File: config.mk
export PLATFORM = sky130hd
export DESIGN_NAME = dmsh_fifo
export DESIGN_NICKNAME = d
export VERILOG_FILES = /design/src/rtl/dmsh_pkg.sv /design/src/rtl/dmsh_fifo.sv
export SDC_FILE = /design/constraint.sdc
export NUM_CORES = 1
export LEC_CHECK = 0
export BUFFER_PORTS_ARGS = -buffer_cell sky130_fd_sc_hd__buf_2
export CORE_MARGIN = 1
export CORE_UTILIZATION = 47
export DETAILED_ROUTE_END_ITERATION = 7
export PLACE_DENSITY_LB_ADDON = 0.08
export SLEW_MARGIN = 5
export SYNTH_ARGS = -nofsm -noshare
export SYNTH_HDL_FRONTEND = slang
export SYNTH_SLANG_ARGS = --single-unit
File: constraint.sdc
create_clock -name i_clk -period 3.05 [get_ports i_clk]
set_input_delay 0.61 -clock i_clk [delete_from_list [all_inputs] [get_ports i_clk]]
set_output_delay 0.61 -clock i_clk [all_outputs]
set_load 0.005 [all_outputs]
File: src/rtl/dmsh_pkg.sv
`default_nettype none
package dmsh_pkg;

    localparam logic [29:0] MOD_P = 30'd1000000007;
    localparam logic [29:0] MOD_Q = 30'd1000000009;
    localparam logic [29:0] HASH_BASE = 30'd233;

    // multiplier bits walked for the base and for a full operand
    localparam int BASE_STEPS = 8;
    localparam int FULL_STEPS = 30;

    localparam logic [1:0] CMD_APPEND = 2'd0;
    localparam logic [1:0] CMD_QUERY  = 2'd1;
    localparam logic [1:0] CMD_CLEAR  = 2'd2;

    localparam logic [1:0] ST_OK    = 2'd0;
    localparam logic [1:0] ST_RANGE = 2'd1;
    localparam logic [1:0] ST_FULL  = 2'd2;

    typedef enum logic [2:0] {
        K_ZERO,
        K_CLEAR,
        K_RANGE,
        K_FULL,
        K_APPEND,
        K_QUERY
    } t_kind;

    typedef struct packed {
        t_kind       kind;
        logic [8:0]  digit;
        logic [11:0] left;
        logic [11:0] right;
        logic [12:0] span;
    } t_job;

    // one step of msb-first interleaved modular multiplication
    function automatic logic [29:0] mod_step(input logic [29:0] acc, input logic [29:0] a,
                                             input logic bitv, input logic [29:0] m);
        logic [31:0] t;
        logic [31:0] m1;
        logic [31:0] m2;
        m1 = {2'b00, m};
        m2 = {1'b0, m, 1'b0};
        t  = {1'b0, acc, 1'b0} + (bitv ? {2'b00, a} : 32'd0);
        if (t >= m2) begin
            t = t - m2;
        end else if (t >= m1) begin
            t = t - m1;
        end
        return t[29:0];
    endfunction

endpackage
`default_nettype wire

File: src/rtl/dmsh_fifo.sv
`default_nettype none
module dmsh_fifo (
    input  wire logic           i_clk,
    input  wire logic           i_rst_n,
    input  wire logic           i_push,
    input  wire dmsh_pkg::t_job i_job,
    input  wire logic           i_pop,
    output dmsh_pkg::t_job      o_job,
    output logic                o_empty,
    output logic                o_full
);
    import dmsh_pkg::*;

    t_job       r_mem [2];
    logic       r_wp;
    logic       r_rp;
    logic [1:0] r_cnt;

    assign o_job   = r_mem[r_rp];
    assign o_empty = (r_cnt == 2'd0);
    assign o_full  = (r_cnt == 2'd2);

    always_ff @(posedge i_clk) begin
        if (i_push) begin
            r_mem[r_wp] <= i_job;
        end
        if (!i_rst_n) begin
            r_wp  <= 1'b0;
            r_rp  <= 1'b0;
            r_cnt <= 2'd0;
        end else begin
            if (i_push) begin
                r_wp <= ~r_wp;
            end
            if (i_pop) begin
                r_rp <= ~r_rp;
            end
            r_cnt <= r_cnt + {1'b0, i_push} - {1'b0, i_pop};
        end
    end

endmodule
`default_nettype wire

==> reports/qor.txt <==
Setup Crit Path Kind - flip-flop to primary output
antenna viol nets, final - 0
Wirelength per Cell - 15.3 µm
IO Count - 104
Gate Count Post-Synth - 173
final worst-path cycle share - 79.4%
Layout area overhead - 23.7%
dpl hpwl - 4010 µm
Die X - 92.0 µm
pin count of the biggest net entering global routing - 32
share of layout cells above drive strength 1 - 59.9%
FMAX - 0.413 GHz
Slew @ Worst Pin - 522 ps
Tmin final - 2420 ps
largest area contributor in the netlist - edfxtp_1
worst-case clock skew - 9.96 ps
Max Cap Violations - 0
sinks on the clock net - 103
cell area after layout - 4710 µm²
CTS Hold Bufs - 0
# Post-CTS Setup Buffers - 0
DRC - 0
worst-path fanout max - 17
total number of vias - 1882
First-pass DRT Iterations - 4
WP data arrival - 1810 ps
CTS tree - built
Port Buf Inserts - 103
most frequent cells in the layout - 103 x buf_2, 98 x edfxtp_1, 39 x mux2_2, 10 x mux2_4, 9 x clkbuf_8
average cell area after synthesis - 22.0 µm²
PwrDens - 626 nW/µm²
Lkg Pwr - 1.81 nW
synthesized flop and latch total - 103
status - finished clean
GRT Residual Overflow - 0
sequential fraction of the synthesis area - 79.9%
crit path cell chain - buf_4 -> mux2_2 -> buf_2
antenna cell count - 0
global-route wire length before repair - 9450 µm
# resized after CTS - 0
Clock transition at path regs - 100 ps
slew margin rel. - 65.2%
Max Root-Sink Buffers - 2
top post-synthesis cells by area - edfxtp_1 77%, mux2_2 12%, mux2_4 3.9%, dfxtp_1 2.6%, and2_1 0.66%
height of the die - 92.0 µm
First DRT Iteration DRCs - 70
final max-slew violation count - 0
Synth top area share - 77.3%
number of vias per cell - 4.78
slowest stage delay, CP - 670 ps
Min-Delay Path Class - input port to flip-flop
final net count - 342
required time worst endpoint - 2440 ps
Non-Filler Instances - 394
CP max stage cell - dfxtp_2
syn_nets - 228
drt total wl - 6030 µm
YS warnings - 0
H-tree depth - 3
Post-Syn Area - 3810 µm²
GPL Wtd Cong - 0.662
Final Total Pwr - 2.95 mW
Setup TNS Final - 0 ps
placed cell areas - 4470 µm²
Core Util, Final - 60.6%
crit path capture type - primary output
Num CTS Buffers - 9
CP Launch Type - flip-flop
row cnt - 32
most common library cell in the layout ignoring fill and taps - buf_2
clk_lat worst skew - 360 ps
Netlist cell types - 15
vias in the first global route - 1942
Placed Instances - 378
CORE AREA - 7770 µm²
Fin. Hold Viols - 0
Starting Density - 49.0%
gr usage total - 15.2%
Root Driver - clkbuf_8
VDD IR max - 0.000354 V
RSZ-0062 raised after global routing - no
Die ar. - 8460 µm²
antenna violations before repair - 0
final setup violating endpoints - 0
final cells by class:
type | count | area (µm²)
Clock inverter | 6 | 109
Tap cell | 102 | 128
Fill cell | 620 | 3060
Inverter | 2 | 7.51
Sequential cell | 103 | 3040
Multi-Input combinational cell | 63 | 716
Clock buffer | 10 | 128
Timing Repair Buffer | 108 | 578
Yosys cell counts:
cell	count
edfxtp_1	98
mux2_2	39
mux2_4	10
dfxtp_1	5
and2_1	4
nor2b_1	4
buf_4	3
ha_1	2
inv_1	2
buf_6	1
buf_8	1
nor2_1	1
o21a_1	1
xnor3_1	1
xor2_1	1
registers in the layout (all words and copies together) (netlist names), named ones only:
| register | cells |
|---|---|
| r_cnt | 2 |
| r_wp | 1 |
| r_rp | 1 |
| r_mem | 98 |
stage by stage:
step / hold WS (ps) / setup slack (ps)
final: 437 / 629
after global routing: 417 / 496
after CTS: 416 / 572
after detailed placement: 563 / 974
after global placement: 566 / 984
after floorplan: 555 / 700
path summary, 6_finish.rpt:
kind	from	endpoint	slack, ps	cells past startpoint
worst max-delay path	flip-flop	o_job[3]	630	3
worst min-delay path	i_job[38]	r_mem[1][38]$_DFFE_PP_	440	1
worst max register to register	r_wp$_SDFFE_PN0P_	r_mem[1][25]$_DFFE_PP_	1550	2
worst min register to register	r_rp$_SDFFE_PN0P_	flip-flop	580	2
metal layers:
metal | GRT usage, % | share of wire (%) | up-vias
li1 | - | - | 901
met3 | 3.32 | 5.3 | 10
met4 | 7.81 | 2.0 | 0
met1 | 19.1 | 44 | 908
met2 | 24.9 | 49 | 63
met5 | 0 | 0 | -
cells by family (layout without fill, tap and decap cells):
family / count (synthesis) / after routing / synth area share (%)
buffers and inverters: 7 / 126 / 1.48
adder cells (fa/ha/maj): 2 / 2 / 0.657
AO/OA/AOI/OAI: 1 / 1 / 0.197
XOR/XNOR: 2 / 2 / 0.822
multiplexers: 49 / 49 / 15.5
flip-flops: 103 / 103 / 79.9
AND/OR/NAND/NOR: 9 / 9 / 1.41
power breakdown:
| group | switching (mW) | total [mW] | internal (mW) |
|---|---|---|---|
| logic | 0.130 | 0.309 | 0.179 |
| registers | 0.0318 | 1.66 | 1.63 |
| clock network | 0.431 | 0.975 | 0.544 |
| total | 0.593 | 2.95 | 2.35 |
worst max-delay path, delay by kind of cell, from the launching register on:
family	cells	cell delay, ps
buffers and inverters	2	440
flip-flops	1	670
multiplexers	1	360
(Power assumes the default switching activity.)
