--- config.mk ---
export PLATFORM = sky130hd
export DESIGN_NAME = dmsh_front
export DESIGN_NICKNAME = d
export VERILOG_FILES = /design/src/rtl/dmsh_pkg.sv /design/src/rtl/dmsh_front.sv
export SDC_FILE = /design/constraint.sdc
export NUM_CORES = 1
export LEC_CHECK = 0
export ABC_AREA = 1
export BUFFER_PORTS_ARGS = -buffer_cell sky130_fd_sc_hd__buf_2
export CAP_MARGIN = 20
export CELL_PAD_IN_SITES_DETAIL_PLACEMENT = 1
export CELL_PAD_IN_SITES_GLOBAL_PLACEMENT = 2
export CORE_AREA = 2 2 101 103
export CTS_CLUSTER_SIZE = 10
export DETAILED_ROUTE_END_ITERATION = 7
export DIE_AREA = 0 0 103 105
export PLACE_DENSITY_LB_ADDON = 0.3
export SYNTH_ARGS = -nofsm -noshare
export SYNTH_HDL_FRONTEND = slang
export SYNTH_SLANG_ARGS = --single-unit
--- constraint.sdc ---
create_clock -name i_clk -period 2.4 [get_ports i_clk]
set_input_delay 0.12 -clock i_clk [delete_from_list [all_inputs] [get_ports i_clk]]
set_output_delay 0.12 -clock i_clk [all_outputs]
set_load 0.02 [all_outputs]
--- src/rtl/dmsh_pkg.sv ---
`default_nettype none
package dmsh_pkg;

    localparam logic [29:0] MOD_P = 30'd1000000007;
    localparam logic [29:0] MOD_Q = 30'd1000000009;
    localparam logic [29:0] HASH_BASE = 30'd233;

    // multiplier bits walked for the base and for a full operand
    localparam int BASE_STEPS = 8;
    localparam int FULL_STEPS = 30;

    localparam logic [1:0] CMD_APPEND = 2'd0;
    localparam logic [1:0] CMD_QUERY  = 2'd1;
    localparam logic [1:0] CMD_CLEAR  = 2'd2;

    localparam logic [1:0] ST_OK    = 2'd0;
    localparam logic [1:0] ST_RANGE = 2'd1;
    localparam logic [1:0] ST_FULL  = 2'd2;

    typedef enum logic [2:0] {
        K_ZERO,
        K_CLEAR,
        K_RANGE,
        K_FULL,
        K_APPEND,
        K_QUERY
    } t_kind;

    typedef struct packed {
        t_kind       kind;
        logic [8:0]  digit;
        logic [11:0] left;
        logic [11:0] right;
        logic [12:0] span;
    } t_job;

    // one step of msb-first interleaved modular multiplication
    function automatic logic [29:0] mod_step(input logic [29:0] acc, input logic [29:0] a,
                                             input logic bitv, input logic [29:0] m);
        logic [31:0] t;
        logic [31:0] m1;
        logic [31:0] m2;
        m1 = {2'b00, m};
        m2 = {1'b0, m, 1'b0};
        t  = {1'b0, acc, 1'b0} + (bitv ? {2'b00, a} : 32'd0);
        if (t >= m2) begin
            t = t - m2;
        end else if (t >= m1) begin
            t = t - m1;
        end
        return t[29:0];
    endfunction

endpackage
`default_nettype wire

--- src/rtl/dmsh_front.sv ---
`default_nettype none
module dmsh_front #(
    parameter int MAX_LEN = 4096,
    parameter int LW      = $clog2(MAX_LEN + 1)
) (
    input  wire logic          i_clk,
    input  wire logic          i_rst_n,
    input  wire logic          i_start,
    input  wire logic          i_full,
    input  wire logic [1:0]    i_cmd,
    input  wire logic [7:0]    i_char_byte,
    input  wire logic [11:0]   i_left_index,
    input  wire logic [11:0]   i_right_index,
    output logic               o_push,
    output dmsh_pkg::t_job     o_job
);
    import dmsh_pkg::*;

    localparam int CW = (LW > 12) ? LW : 12;

    logic [LW-1:0] r_len;
    logic [LW-1:0] n_len;

    assign o_push = i_start && !i_full;

    always_comb begin
        n_len        = r_len;
        o_job.kind   = K_ZERO;
        o_job.digit  = {1'b0, i_char_byte} + 9'd1;
        o_job.left   = i_left_index;
        o_job.right  = i_right_index;
        o_job.span   = {1'b0, i_right_index - i_left_index} + 13'd1;
        case (i_cmd)
            CMD_APPEND: begin
                if (r_len == LW'(MAX_LEN)) begin
                    o_job.kind = K_FULL;
                end else begin
                    o_job.kind = K_APPEND;
                    n_len      = r_len + 1'b1;
                end
            end
            CMD_QUERY: begin
                if (i_left_index > i_right_index) begin
                    o_job.kind = K_ZERO;
                end else if (CW'(i_right_index) >= CW'(r_len)) begin
                    o_job.kind = K_RANGE;
                end else begin
                    o_job.kind = K_QUERY;
                end
            end
            CMD_CLEAR: begin
                o_job.kind = K_CLEAR;
                n_len      = '0;
            end
            default: begin
                o_job.kind = K_ZERO;
            end
        endcase
    end

    always_ff @(posedge i_clk) begin
        if (!i_rst_n) begin
            r_len <= '0;
        end else if (o_push) begin
            r_len <= n_len;
        end
    end

endmodule
`default_nettype wire

==> out/results.ini <==
[global_route]
grt_pass1_wl_um = 12300
grt_pass1_vias = 2667
antenna_found_initial = 0
grt_start_max_net_pins = 10
grt_overflow = 0
grt_usage_pct = 13.9

[run_status]
status = finished clean

[worst_setup_path]
critPathTopFamily = adder cells
cp.arrival_ns = 2.13
path_cells = buf_2 -> inv_2 -> ha_2 -> inv_2 -> fa_2 -> ha_4 -> inv_1 -> nor2_2 -> nand3_2 -> nor2_4 -> nand3_2 -> nor2_4 -> nand2_2 -> nand3_2 -> nand2_1 -> buf_4
worst-path-buf-inv = 5
critical_path.max_stage_delay_ns = 0.56
crit_path_end_kind = output port
crit_slowest_cell = fa_2
critPathLaunchType = input port
crit_fanout = 3
cp_common_cell = nand3_2
setup.worst_path.class = in -> out
worstPathRequired_ns = 2.28

[synthesis]
avgSynthCellArea_um2 = 5.97
synth_top_family_by_area = simple AND/OR/NAND/NOR gates
synthFlopType = dfxtp_1
synth.distinct_cells = 26
synth_largest_area_cell = nand2_1
synth_compound_area_share_pct = 6.58
synth_edf_count = 0
synthSimpleGateAreaFrac_pct = 41.4
synth_xor_area_share_pct = 6.95
yosys-top-cells-count = 101 x nand2_1, 65 x inv_1, 35 x nor2_1
synthAdderAreaFrac_pct = 15.6
syn_inst = 398
synth_area_um2 = 2380
yosys_warnings = 0
yosys.cell_count.top_type = nand2_1
synth_seq_area_share_pct = 11.0
yosys.area.top_type_share_pct = 16.0
synth.area.top_cells = nand2_1 16%, ha_1 15%, dfxtp_1 11%, inv_1 10%, buf_4 7.9%
async_flop_share_pct = 0
synthMuxAreaShare_pct = 0
syn_nets = 465
synth-seq-cells = 13

[drt]
ant_nets = 0
drtIter0Drc = 62
drc_errors = 0
wire_per_inst_um = 12.4
vias = 2614
vias_per_cell = 4.36
drt_pre_antenna_iters = 4
drt_wl_total_um = 7450

[final_layout]
seq_area_um2 = 260
top_register = r_len
top_regs = r_len (13)
num_antenna_cells = 0
multiInputGateArea_um2 = 1720
fill_cells = 1319
syn2layout_area_growth_pct = 22.3
fin_nets = 535
largest_register_ffs = 13
drive_above_1_share_pct = 26.3

[timing]
rsz0062_at_grt = false
slew_viol_final = 0
final.min_clock_period_ns = 2.25
finalHoldViolCount = 0
clock.fmax_mhz = 445
fin_crit_sh_pct = 93.7
skew_ns = 0.00341
hold_ws_ns = 0.213
setup_viol = 0
setup_tns_ns = 0
max_slew.worst_pin.slew_ns = 0.662
timing.slew.headroom_pct = 55.9

[run]
maxCapViolCount = 0

[floorplanning]
fp.dieArea_um2 = 10800
die_x_um = 103
ios = 88
rows = 36
start_util_pct = 24.6
core_area_um2 = 9640
die_h_um = 105

[cts]
clockRootBuffer = clkbuf_8
cts_hold_buf = 0
htree_levels = 1
cts.clk_slew.worst_paths_ns = 0.06
numCtsBuffers = 3
cts_tree = built
cts.path.max_buffers = 2
cts.sinks = 13
insertion_delay_ns = 0.25

[placement]
dp_hpwl_um = 6650
gp_congestion = 0.830
portBuffers = 87

[power_and_ir_drop]
leakagePower_nw = 1.51
pwr_density_cell_nw_per_um2 = 349
finalPower_w = 0.00101
max-vdd-ir-drop_v = 0.000197

[min_path]
hold_path.class = in -> reg

-- metal layers --
metal  wire length (um)  track usage (%)  vias up
met1               3240             17.1     1191
met3                206            0.936        5
met5                  0                0        -
met2               3950             26.1       36
li1                   -                -     1382
met4                 51             2.73        0
-- area by class of cell --
class,instances,share of cell area (%)
multi-input combinational,293,59.2
tap,133,5.73
timing repair buffer,90,15.9
sequential,13,8.96
inverter,67,8.66
clock buffer,4,1.55
-- worst paths after layout --
kind | slack (ns) | end | from | cells after the start
setup / recovery | 0.15 | o_job[10] | i_right_index[0] | 16
hold / removal | 0.21 | r_len[5]$_SDFFE_PN0P_ | i_rst_n | 3
setup reg to reg | 0.49 | r_len[7]$_SDFFE_PN0P_ | r_len[0]$_SDFFE_PN0P_ | 10
hold reg to reg | 0.51 | r_len[1]$_SDFFE_PN0P_ | r_len[1]$_SDFFE_PN0P_ | 2
-- cell families after synthesis --
logic type	after synthesis
buffers and inverters	92
adders and majority gates	29
DFF	13
and+or+nand+nor	216
AOI/OAI and AO/OA	30
xor gates and xnor gates	18
-- tightest hold or removal path: stages --
cell    delay, ns
buf_2        0.07
inv_1        0.11
nor2_1       0.12
-- cells in the final DEF (no fill, tap or decap), types with 3 or more instances in the layout --
cell	instances
nand2_1	101
buf_2	85
inv_1	63
nor2_1	35
nand3_1	30
ha_1	26
a21oi_1	23
nor3_1	14
xor2_1	14
dfxtp_1	13
nand4_1	11
nand2_2	9
nand3_2	6
nor2_4	5
o21ai_0	5
buf_4	5
inv_2	4
xnor2_1	3
clkbuf_8	3
-- where the power goes --
part           switching (W)  leakage (nW)  internal [W]  total [W]
Combinational       0.000387          1.39      0.000204   0.000592
Sequential        0.00000170         0.105      0.000217   0.000218
Clock              0.0000865        0.0228      0.000118   0.000204
Total               0.000476          1.51      0.000538    0.00101
-- timing repair --
item	in CTS	in global routing
setup endpoints to repair	0	5
setup buffers	0	1
resized for setup	0	13
-- through the flow --
step                      instances  worst slack [ns]  utilization, %  instance area, um^2
after floorplan                 398             0.297               -                 2380
after global placement          595             0.110            29.1                 2810
after detailed placement        595            0.0555            29.1                 2810
after CTS                       599            0.0559            29.6                 2850
after global routing            600           0.00131            30.1                 2910
final                           600             0.151            30.1                 2910
(Power assumes the default switching activity.)
