`config.mk`:
```
export PLATFORM = sky130hd
export DESIGN_NAME = dmsh_back
export DESIGN_NICKNAME = d
export VERILOG_FILES = /design/src/rtl/dmsh_pkg.sv /design/src/rtl/dmsh_back.sv
export SDC_FILE = /design/constraint.sdc
export NUM_CORES = 2
export LEC_CHECK = 0
export BUFFER_PORTS_ARGS = -buffer_cell sky130_fd_sc_hd__buf_2
export CAP_MARGIN = 20
export CORE_MARGIN = 1.5
export CORE_UTILIZATION = 55
export CTS_CLUSTER_SIZE = 20
export DETAILED_ROUTE_END_ITERATION = 12
export PLACE_DENSITY = 0.78
export RECOVER_POWER = 50
export SYNTH_ARGS = -nofsm -noshare
export SYNTH_HDL_FRONTEND = slang
export SYNTH_SLANG_ARGS = --single-unit
```
`constraint.sdc`:
```
create_clock -name i_clk -period 17.2 [get_ports i_clk]
set_input_delay 0.86 -clock i_clk [delete_from_list [all_inputs] [get_ports i_clk]]
set_output_delay 0.86 -clock i_clk [all_outputs]
set_load 0.1 [all_outputs]
```
`src/rtl/dmsh_pkg.sv`:
```
`default_nettype none
package dmsh_pkg;

    localparam logic [29:0] MOD_P = 30'd1000000007;
    localparam logic [29:0] MOD_Q = 30'd1000000009;
    localparam logic [29:0] HASH_BASE = 30'd233;

    // multiplier bits walked for the base and for a full operand
    localparam int BASE_STEPS = 8;
    localparam int FULL_STEPS = 30;

    localparam logic [1:0] CMD_APPEND = 2'd0;
    localparam logic [1:0] CMD_QUERY  = 2'd1;
    localparam logic [1:0] CMD_CLEAR  = 2'd2;

    localparam logic [1:0] ST_OK    = 2'd0;
    localparam logic [1:0] ST_RANGE = 2'd1;
    localparam logic [1:0] ST_FULL  = 2'd2;

    typedef enum logic [2:0] {
        K_ZERO,
        K_CLEAR,
        K_RANGE,
        K_FULL,
        K_APPEND,
        K_QUERY
    } t_kind;

    typedef struct packed {
        t_kind       kind;
        logic [8:0]  digit;
        logic [11:0] left;
        logic [11:0] right;
        logic [12:0] span;
    } t_job;

    // one step of msb-first interleaved modular multiplication
    function automatic logic [29:0] mod_step(input logic [29:0] acc, input logic [29:0] a,
                                             input logic bitv, input logic [29:0] m);
        logic [31:0] t;
        logic [31:0] m1;
        logic [31:0] m2;
        m1 = {2'b00, m};
        m2 = {1'b0, m, 1'b0};
        t  = {1'b0, acc, 1'b0} + (bitv ? {2'b00, a} : 32'd0);
        if (t >= m2) begin
            t = t - m2;
        end else if (t >= m1) begin
            t = t - m1;
        end
        return t[29:0];
    endfunction

endpackage
`default_nettype wire

```
`src/rtl/dmsh_back.sv`:
```
`default_nettype none
module dmsh_back #(
    parameter int LW  = 13,
    parameter int PAW = 12,
    parameter int WAW = 13
) (
    input  wire logic           i_clk,
    input  wire logic           i_rst_n,
    input  wire dmsh_pkg::t_job i_job,
    input  wire logic           i_empty,
    output logic                o_pop,
    output logic                o_pre_we,
    output logic [PAW-1:0]      o_pre_waddr,
    output logic [59:0]         o_pre_wdata,
    output logic [PAW-1:0]      o_pre_raddr,
    input  wire logic [59:0]    i_pre_rdata,
    output logic                o_pow_we,
    output logic [WAW-1:0]      o_pow_waddr,
    output logic [59:0]         o_pow_wdata,
    output logic [WAW-1:0]      o_pow_raddr,
    input  wire logic [59:0]    i_pow_rdata,
    output logic                o_valid,
    output logic [29:0]         o_hash_p,
    output logic [29:0]         o_hash_q,
    output logic [12:0]         o_span_length,
    output logic [1:0]          o_status
);
    import dmsh_pkg::*;

    typedef enum logic [2:0] {S_IDLE, S_QA, S_QB, S_MUL, S_FIN} t_state;

    t_state        r_state;
    t_job          r_job;
    logic [LW-1:0] r_len;
    logic [29:0]   r_last_p, r_last_q, r_pow_p, r_pow_q;
    logic [29:0]   r_hr_p, r_hr_q;
    logic [29:0]   r_a [4];
    logic [29:0]   r_b [4];
    logic [29:0]   r_acc [4];
    logic [29:0]   n_acc [4];
    logic [4:0]    r_cnt;
    logic          r_valid;
    logic [29:0]   r_hp, r_hq;
    logic [12:0]   r_span;
    logic [1:0]    r_status;
    logic [30:0]   app_p, app_q, qry_p, qry_q;
    logic [29:0]   fin_p, fin_q;

    assign o_pop = (r_state == S_IDLE) && !i_empty;

    assign o_pre_raddr = (r_state == S_QA) ? PAW'(r_job.right) :
                         (i_job.left == 12'd0) ? PAW'(i_job.right) :
                         PAW'(i_job.left - 12'd1);
    assign o_pow_raddr = WAW'(i_job.span);

    always_comb begin
        for (int i = 0; i < 4; i++) begin
            n_acc[i] = mod_step(r_acc[i], r_a[i], r_b[i][r_cnt], i[0] ? MOD_Q : MOD_P);
        end
    end

    // append adds the digit, query subtracts the scaled left prefix
    always_comb begin
        app_p = {1'b0, r_acc[0]} + {22'd0, r_job.digit};
        app_q = {1'b0, r_acc[1]} + {22'd0, r_job.digit};
        if (app_p >= {1'b0, MOD_P}) app_p = app_p - {1'b0, MOD_P};
        if (app_q >= {1'b0, MOD_Q}) app_q = app_q - {1'b0, MOD_Q};
        qry_p = {1'b0, r_hr_p} - {1'b0, r_acc[0]};
        qry_q = {1'b0, r_hr_q} - {1'b0, r_acc[1]};
        if (r_hr_p < r_acc[0]) qry_p = qry_p + {1'b0, MOD_P};
        if (r_hr_q < r_acc[1]) qry_q = qry_q + {1'b0, MOD_Q};
        fin_p = (r_job.kind == K_APPEND) ? app_p[29:0] : qry_p[29:0];
        fin_q = (r_job.kind == K_APPEND) ? app_q[29:0] : qry_q[29:0];
    end

    assign o_pre_we    = (r_state == S_FIN) && (r_job.kind == K_APPEND);
    assign o_pre_waddr = PAW'(r_len);
    assign o_pre_wdata = {fin_p, fin_q};
    assign o_pow_we    = o_pre_we;
    assign o_pow_waddr = WAW'(r_len + 1'b1);
    assign o_pow_wdata = {r_acc[2], r_acc[3]};

    assign o_valid       = r_valid;
    assign o_hash_p      = r_hp;
    assign o_hash_q      = r_hq;
    assign o_span_length = r_span;
    assign o_status      = r_status;

    always_ff @(posedge i_clk) begin
        r_valid <= 1'b0;
        if (r_state == S_MUL) begin
            for (int i = 0; i < 4; i++) begin
                r_acc[i] <= n_acc[i];
            end
            r_cnt <= r_cnt - 5'd1;
        end
        case (r_state)
            S_IDLE: begin
                if (!i_empty) begin
                    r_job    <= i_job;
                    r_hp     <= '0;
                    r_hq     <= '0;
                    r_span   <= '0;
                    r_status <= ST_OK;
                    case (i_job.kind)
                        K_APPEND: begin
                            r_a[0] <= (r_len == '0) ? 30'd0 : r_last_p;
                            r_a[1] <= (r_len == '0) ? 30'd0 : r_last_q;
                            r_a[2] <= (r_len == '0) ? 30'd1 : r_pow_p;
                            r_a[3] <= (r_len == '0) ? 30'd1 : r_pow_q;
                            for (int i = 0; i < 4; i++) begin
                                r_b[i]   <= HASH_BASE;
                                r_acc[i] <= '0;
                            end
                            r_cnt   <= 5'(BASE_STEPS - 1);
                            r_state <= S_MUL;
                        end
                        K_QUERY: begin
                            r_state <= S_QA;
                        end
                        K_RANGE: begin
                            r_status <= ST_RANGE;
                            r_valid  <= 1'b1;
                        end
                        K_FULL: begin
                            r_span   <= 13'(r_len);
                            r_status <= ST_FULL;
                            r_valid  <= 1'b1;
                        end
                        K_CLEAR: begin
                            r_len   <= '0;
                            r_valid <= 1'b1;
                        end
                        default: begin
                            r_valid <= 1'b1;
                        end
                    endcase
                end
            end
            S_QA: begin
                if (r_job.left == 12'd0) begin
                    r_hp    <= i_pre_rdata[59:30];
                    r_hq    <= i_pre_rdata[29:0];
                    r_span  <= r_job.span;
                    r_valid <= 1'b1;
                    r_state <= S_IDLE;
                end else begin
                    r_a[0] <= i_pre_rdata[59:30];
                    r_a[1] <= i_pre_rdata[29:0];
                    r_b[0] <= i_pow_rdata[59:30];
                    r_b[1] <= i_pow_rdata[29:0];
                    r_a[2] <= '0;
                    r_a[3] <= '0;
                    r_b[2] <= '0;
                    r_b[3] <= '0;
                    for (int i = 0; i < 4; i++) begin
                        r_acc[i] <= '0;
                    end
                    r_cnt   <= 5'(FULL_STEPS - 1);
                    r_state <= S_QB;
                end
            end
            S_QB: begin
                r_hr_p  <= i_pre_rdata[59:30];
                r_hr_q  <= i_pre_rdata[29:0];
                r_state <= S_MUL;
            end
            S_MUL: begin
                if (r_cnt == 5'd0) begin
                    r_state <= S_FIN;
                end
            end
            S_FIN: begin
                r_hp    <= fin_p;
                r_hq    <= fin_q;
                r_valid <= 1'b1;
                r_state <= S_IDLE;
                if (r_job.kind == K_APPEND) begin
                    r_last_p <= fin_p;
                    r_last_q <= fin_q;
                    r_pow_p  <= r_acc[2];
                    r_pow_q  <= r_acc[3];
                    r_len    <= r_len + 1'b1;
                    r_span   <= 13'(r_len + 1'b1);
                end else begin
                    r_span <= r_job.span;
                end
            end
            default: begin
                r_state <= S_IDLE;
            end
        endcase
        if (!i_rst_n) begin
            r_state <= S_IDLE;
            r_len   <= '0;
            r_valid <= 1'b0;
        end
    end

endmodule
`default_nettype wire

```
==> qor.csv <==
stage;metric;value;unit
outcome;status;finished, violations left;
outcome;failing checks;capacitance limit, slew limit;
detailed_routing;Wirelength per Cell;22.7;um
yosys;Synth Area in Compound Gates;23.4;%
worst_setup_path;slack of the worst reg-to-reg path;7260;ps
worst_setup_path;Worst EP required;16340;ps
cts;H-tree depth;3;
die;core area;85500;sq um
sta;skew final;35.0;ps
detailed_routing;Antenna Nets Post-Route;0;
cts;# hold bufs at CTS;0;
sta;FMAX;92.0;MHz
yosys;Post-Synth Simple-Gate Area;20.8;%
cts;clock tree buffer depth;3;
finish;Filler cells;7453;
die;I/O pin total;421;
place;IO buf count;420;
worst_hold_path;worst hold path startpoint;i_job[38];
place;DP HPWL;113000;um
sta;final hold viol count;0;
worst_setup_path;kind of critical path;reg2out;
cts;Clock Sinks;628;
sta;total negative slack;0;ps
yosys;Post-synth EDFFs;485;
place;Placer Congestion;0.985;
yosys;post-synthesis adder-cell area fraction;6.11;%
pwr;PwrDens;196;nW/um^2
worst_setup_path;reg2reg end;o_hash_q[0];
pwr;leakage power;19.9;nW
die;FP Rows;107;
worst_hold_path;hold path cells;1;
global_route;initial antenna violation count;5;
cts;Reg clk slew, reported paths;60;ps
yosys;XOR/XNOR Fraction of Synth Area;7.33;%
worst_setup_path;critical path fanouts, max;82;
worst_setup_path;Critical Path Start Type;flop;
detailed_routing;DRT Wirelength;154000;um
pwr;maximum VDD drop;0.349;mV
detailed_routing;# DRC;0;
yosys;Synth cell types;136;
pwr;Design Power;10.3;mW
yosys;Top FF cell, synth;edfxtp_1;
worst_hold_path;sink of the worst hold path;r_job[38];
cts;Post-CTS Setup Repair Bufs;0;
worst_setup_path;start of the worst register-to-register path;r_state[2];
die;overall die area;88400;sq um
detailed_routing;DRT iter0 DRCs;4532;
sta;unrepaired setup endpoints after global routing;false;
worst_setup_path;R2R depth;8;
finish;share of cells above drive strength 1;8.45;%
yosys;Mapped Cells;5359;
worst_setup_path;CP Capture Type;output port;
yosys;mapped cell area;47700;sq um
global_route;first-pass GRT wire length;234000;um
sta;Setup violations, final;0;
yosys;register area share after synthesis;36.6;%
cts;clk_lat worst skew;650;ps
cts;post-CTS resize count;0;
sta;Slew HR;-188;%
yosys;post-synthesis mux area share;1.56;%
cts;total CTS buffers;74;
global_route;Total GRT Usage;33.4;%
die;Die X;297;um
yosys;#FFs+latches synth;628;
yosys;Synth Net Count;5759;
finish;Layout area overhead;9.75;%
worst_setup_path;worst path arrival time;10010;ps
sta;fin crit share;63.2;%
finish;Final #Nets;5985;
detailed_routing;average via count per standard cell;6.47;
sta;clock period minus final worst setup slack;10870;ps
detailed_routing;total number of vias;44000;
global_route;number of global-route vias before repair;40700;
detailed_routing;Pre-Repair DR Iteration Count;6;
yosys;warnings from Yosys;0;
global_route;Overflow after GRT;0;
die;die height;297;um
worst_hold_path;Hold Path Class;in2reg;
yosys;share of flip-flops with an asynchronous set or reset;0;%
yosys;syn avg cell area;8.89;sq um
yosys;largest family of logic cells by synthesized area;compound AO/OA/AOI/OAI gates;
job;Max Cap Viol;10;
global_route;pin count of the biggest net entering global routing;123;
die;Initial Utilization;55.7;%
sta;Pins Over Slew Limit;510;
sta;worst slew pin tran;4310;ps
cts;clock tree from TritonCTS;yes;
cts;Root Driver;clkbuf_16;
## final cells by class
type / count / area [sq um] / share of cell area, %
Antenna cell: 7 / 17.5 / 0.0335
Clock buffer: 86 / 1960 / 3.75
Clock inverter: 52 / 551 / 1.05
Inverter: 166 / 633 / 1.21
Multi-Input combinational cell: 4260 / 28300 / 54.1
Sequential cell: 628 / 17400 / 33.3
Tap cell: 1144 / 1430 / 2.74
Timing Repair Buffer: 455 / 2000 / 3.82
## synthesized netlist by cell type, drive strengths merged (117+ instances only)
cell type    n  area (sq um)
and2       238          1490
edfxtp     485         14600
nor2       377          1430
nand2      578          2180
nand3      217          1090
ha         220          2750
a21o       128           962
inv        165           619
buf        121           704
clkbuf     184           691
dfxtp      143          2860
o21ai      337          1710
xor2       117          1040
a21oi      356          1810
xnor2      276          2430
## critical path, stage by stage, from the launching register on
cell	delay, ps
dfxtp_1	410
inv_1	130
nor3_1	200
clkbuf_1	2090
nand2_1	1270
clkinvlp_2	2910
clkbuf_1	1590
buf_2	650
## logic make-up after synthesis
kind of cell               count (synthesis)
AOI/OAI and AO/OA                       1597
xor gates and xnor gates                 394
adders and majority gates                228
buffers and inverters                    471
DFF                                      628
muxes                                     58
and+or+nand+nor                         1983
## layout by cell type, fill, tap and decap left out, drive strengths merged, types with 42 or more instances in the layout
master	instances
o21a	45
xor2	117
nor3	111
and2	238
nand3	217
a21oi	356
inv	170
nor2	377
nand4	65
o211ai	65
nor4	43
a22oi	42
or3	55
and3	92
a22o	70
a21o	128
a31oi	65
a211oi	84
o21ai	337
ha	220
buf	183
edfxtp	485
xnor2	276
nand2	578
clkbuf	358
dfxtp	143
## layer usage
| metal | wire, um | track usage (%) | vias up |
|---|---|---|---|
| met5 | 0 | 0 | - |
| met4 | 8460 | 17.0 | 0 |
| met3 | 12600 | 4.48 | 420 |
| met2 | 70600 | 53.9 | 2165 |
| met1 | 62700 | 44.0 | 21000 |
| li1 | - | - | 20400 |
## flip-flops by register name, summed over array words and instances (netlist names)
name / count
r_hr_q: 30
r_len: 13
r_pow_q: 30
r_hr_p: 30
o_hash_p: 30
r_acc: 120
r_last_p: 30
r_job: 49
r_b: 62
r_a: 120
o_span_length: 13
o_status: 2
o_valid: 1
r_cnt: 5
o_hash_q: 30
r_state: 3
r_pow_p: 30
r_last_q: 30
## report_power, final
group          switching (mW)  total (mW)  internal [mW]
Clock                   0.693        1.64          0.949
Combinational            4.77        6.52           1.75
Sequential              0.199        2.11           1.91
## through the flow
| stage | utilization, % | hold slack [ps] | cells | cell area (sq um) | setup slack [ps] |
|---|---|---|---|---|---|
| after floorplan | - | 433 | 5359 | 47700 | 2640 |
| after global placement | 58.6 | 437 | 6652 | 50200 | 9930 |
| after detailed placement | 58.6 | 441 | 6652 | 50200 | 9750 |
| after CTS | 61.6 | 367 | 6790 | 52700 | 9730 |
| after global routing | 61.1 | 389 | 6796 | 52300 | 6060 |
| final | 61.1 | 391 | 6798 | 52300 | 6330 |
## how the worst max path moves through the flow
stage / to / startpoint
2_1_floorplan: r_a[0][0] / i_empty
3_3_place_gp: r_acc[0][7] / r_cnt[0]
3_5_place_dp: r_acc[0][7] / r_cnt[0]
4_1_cts: r_acc[0][7] / r_cnt[0]
5_1_grt: o_pow_we / r_state[2]
6_report: o_pow_we / r_state[2]
(Power assumes the default switching activity.)
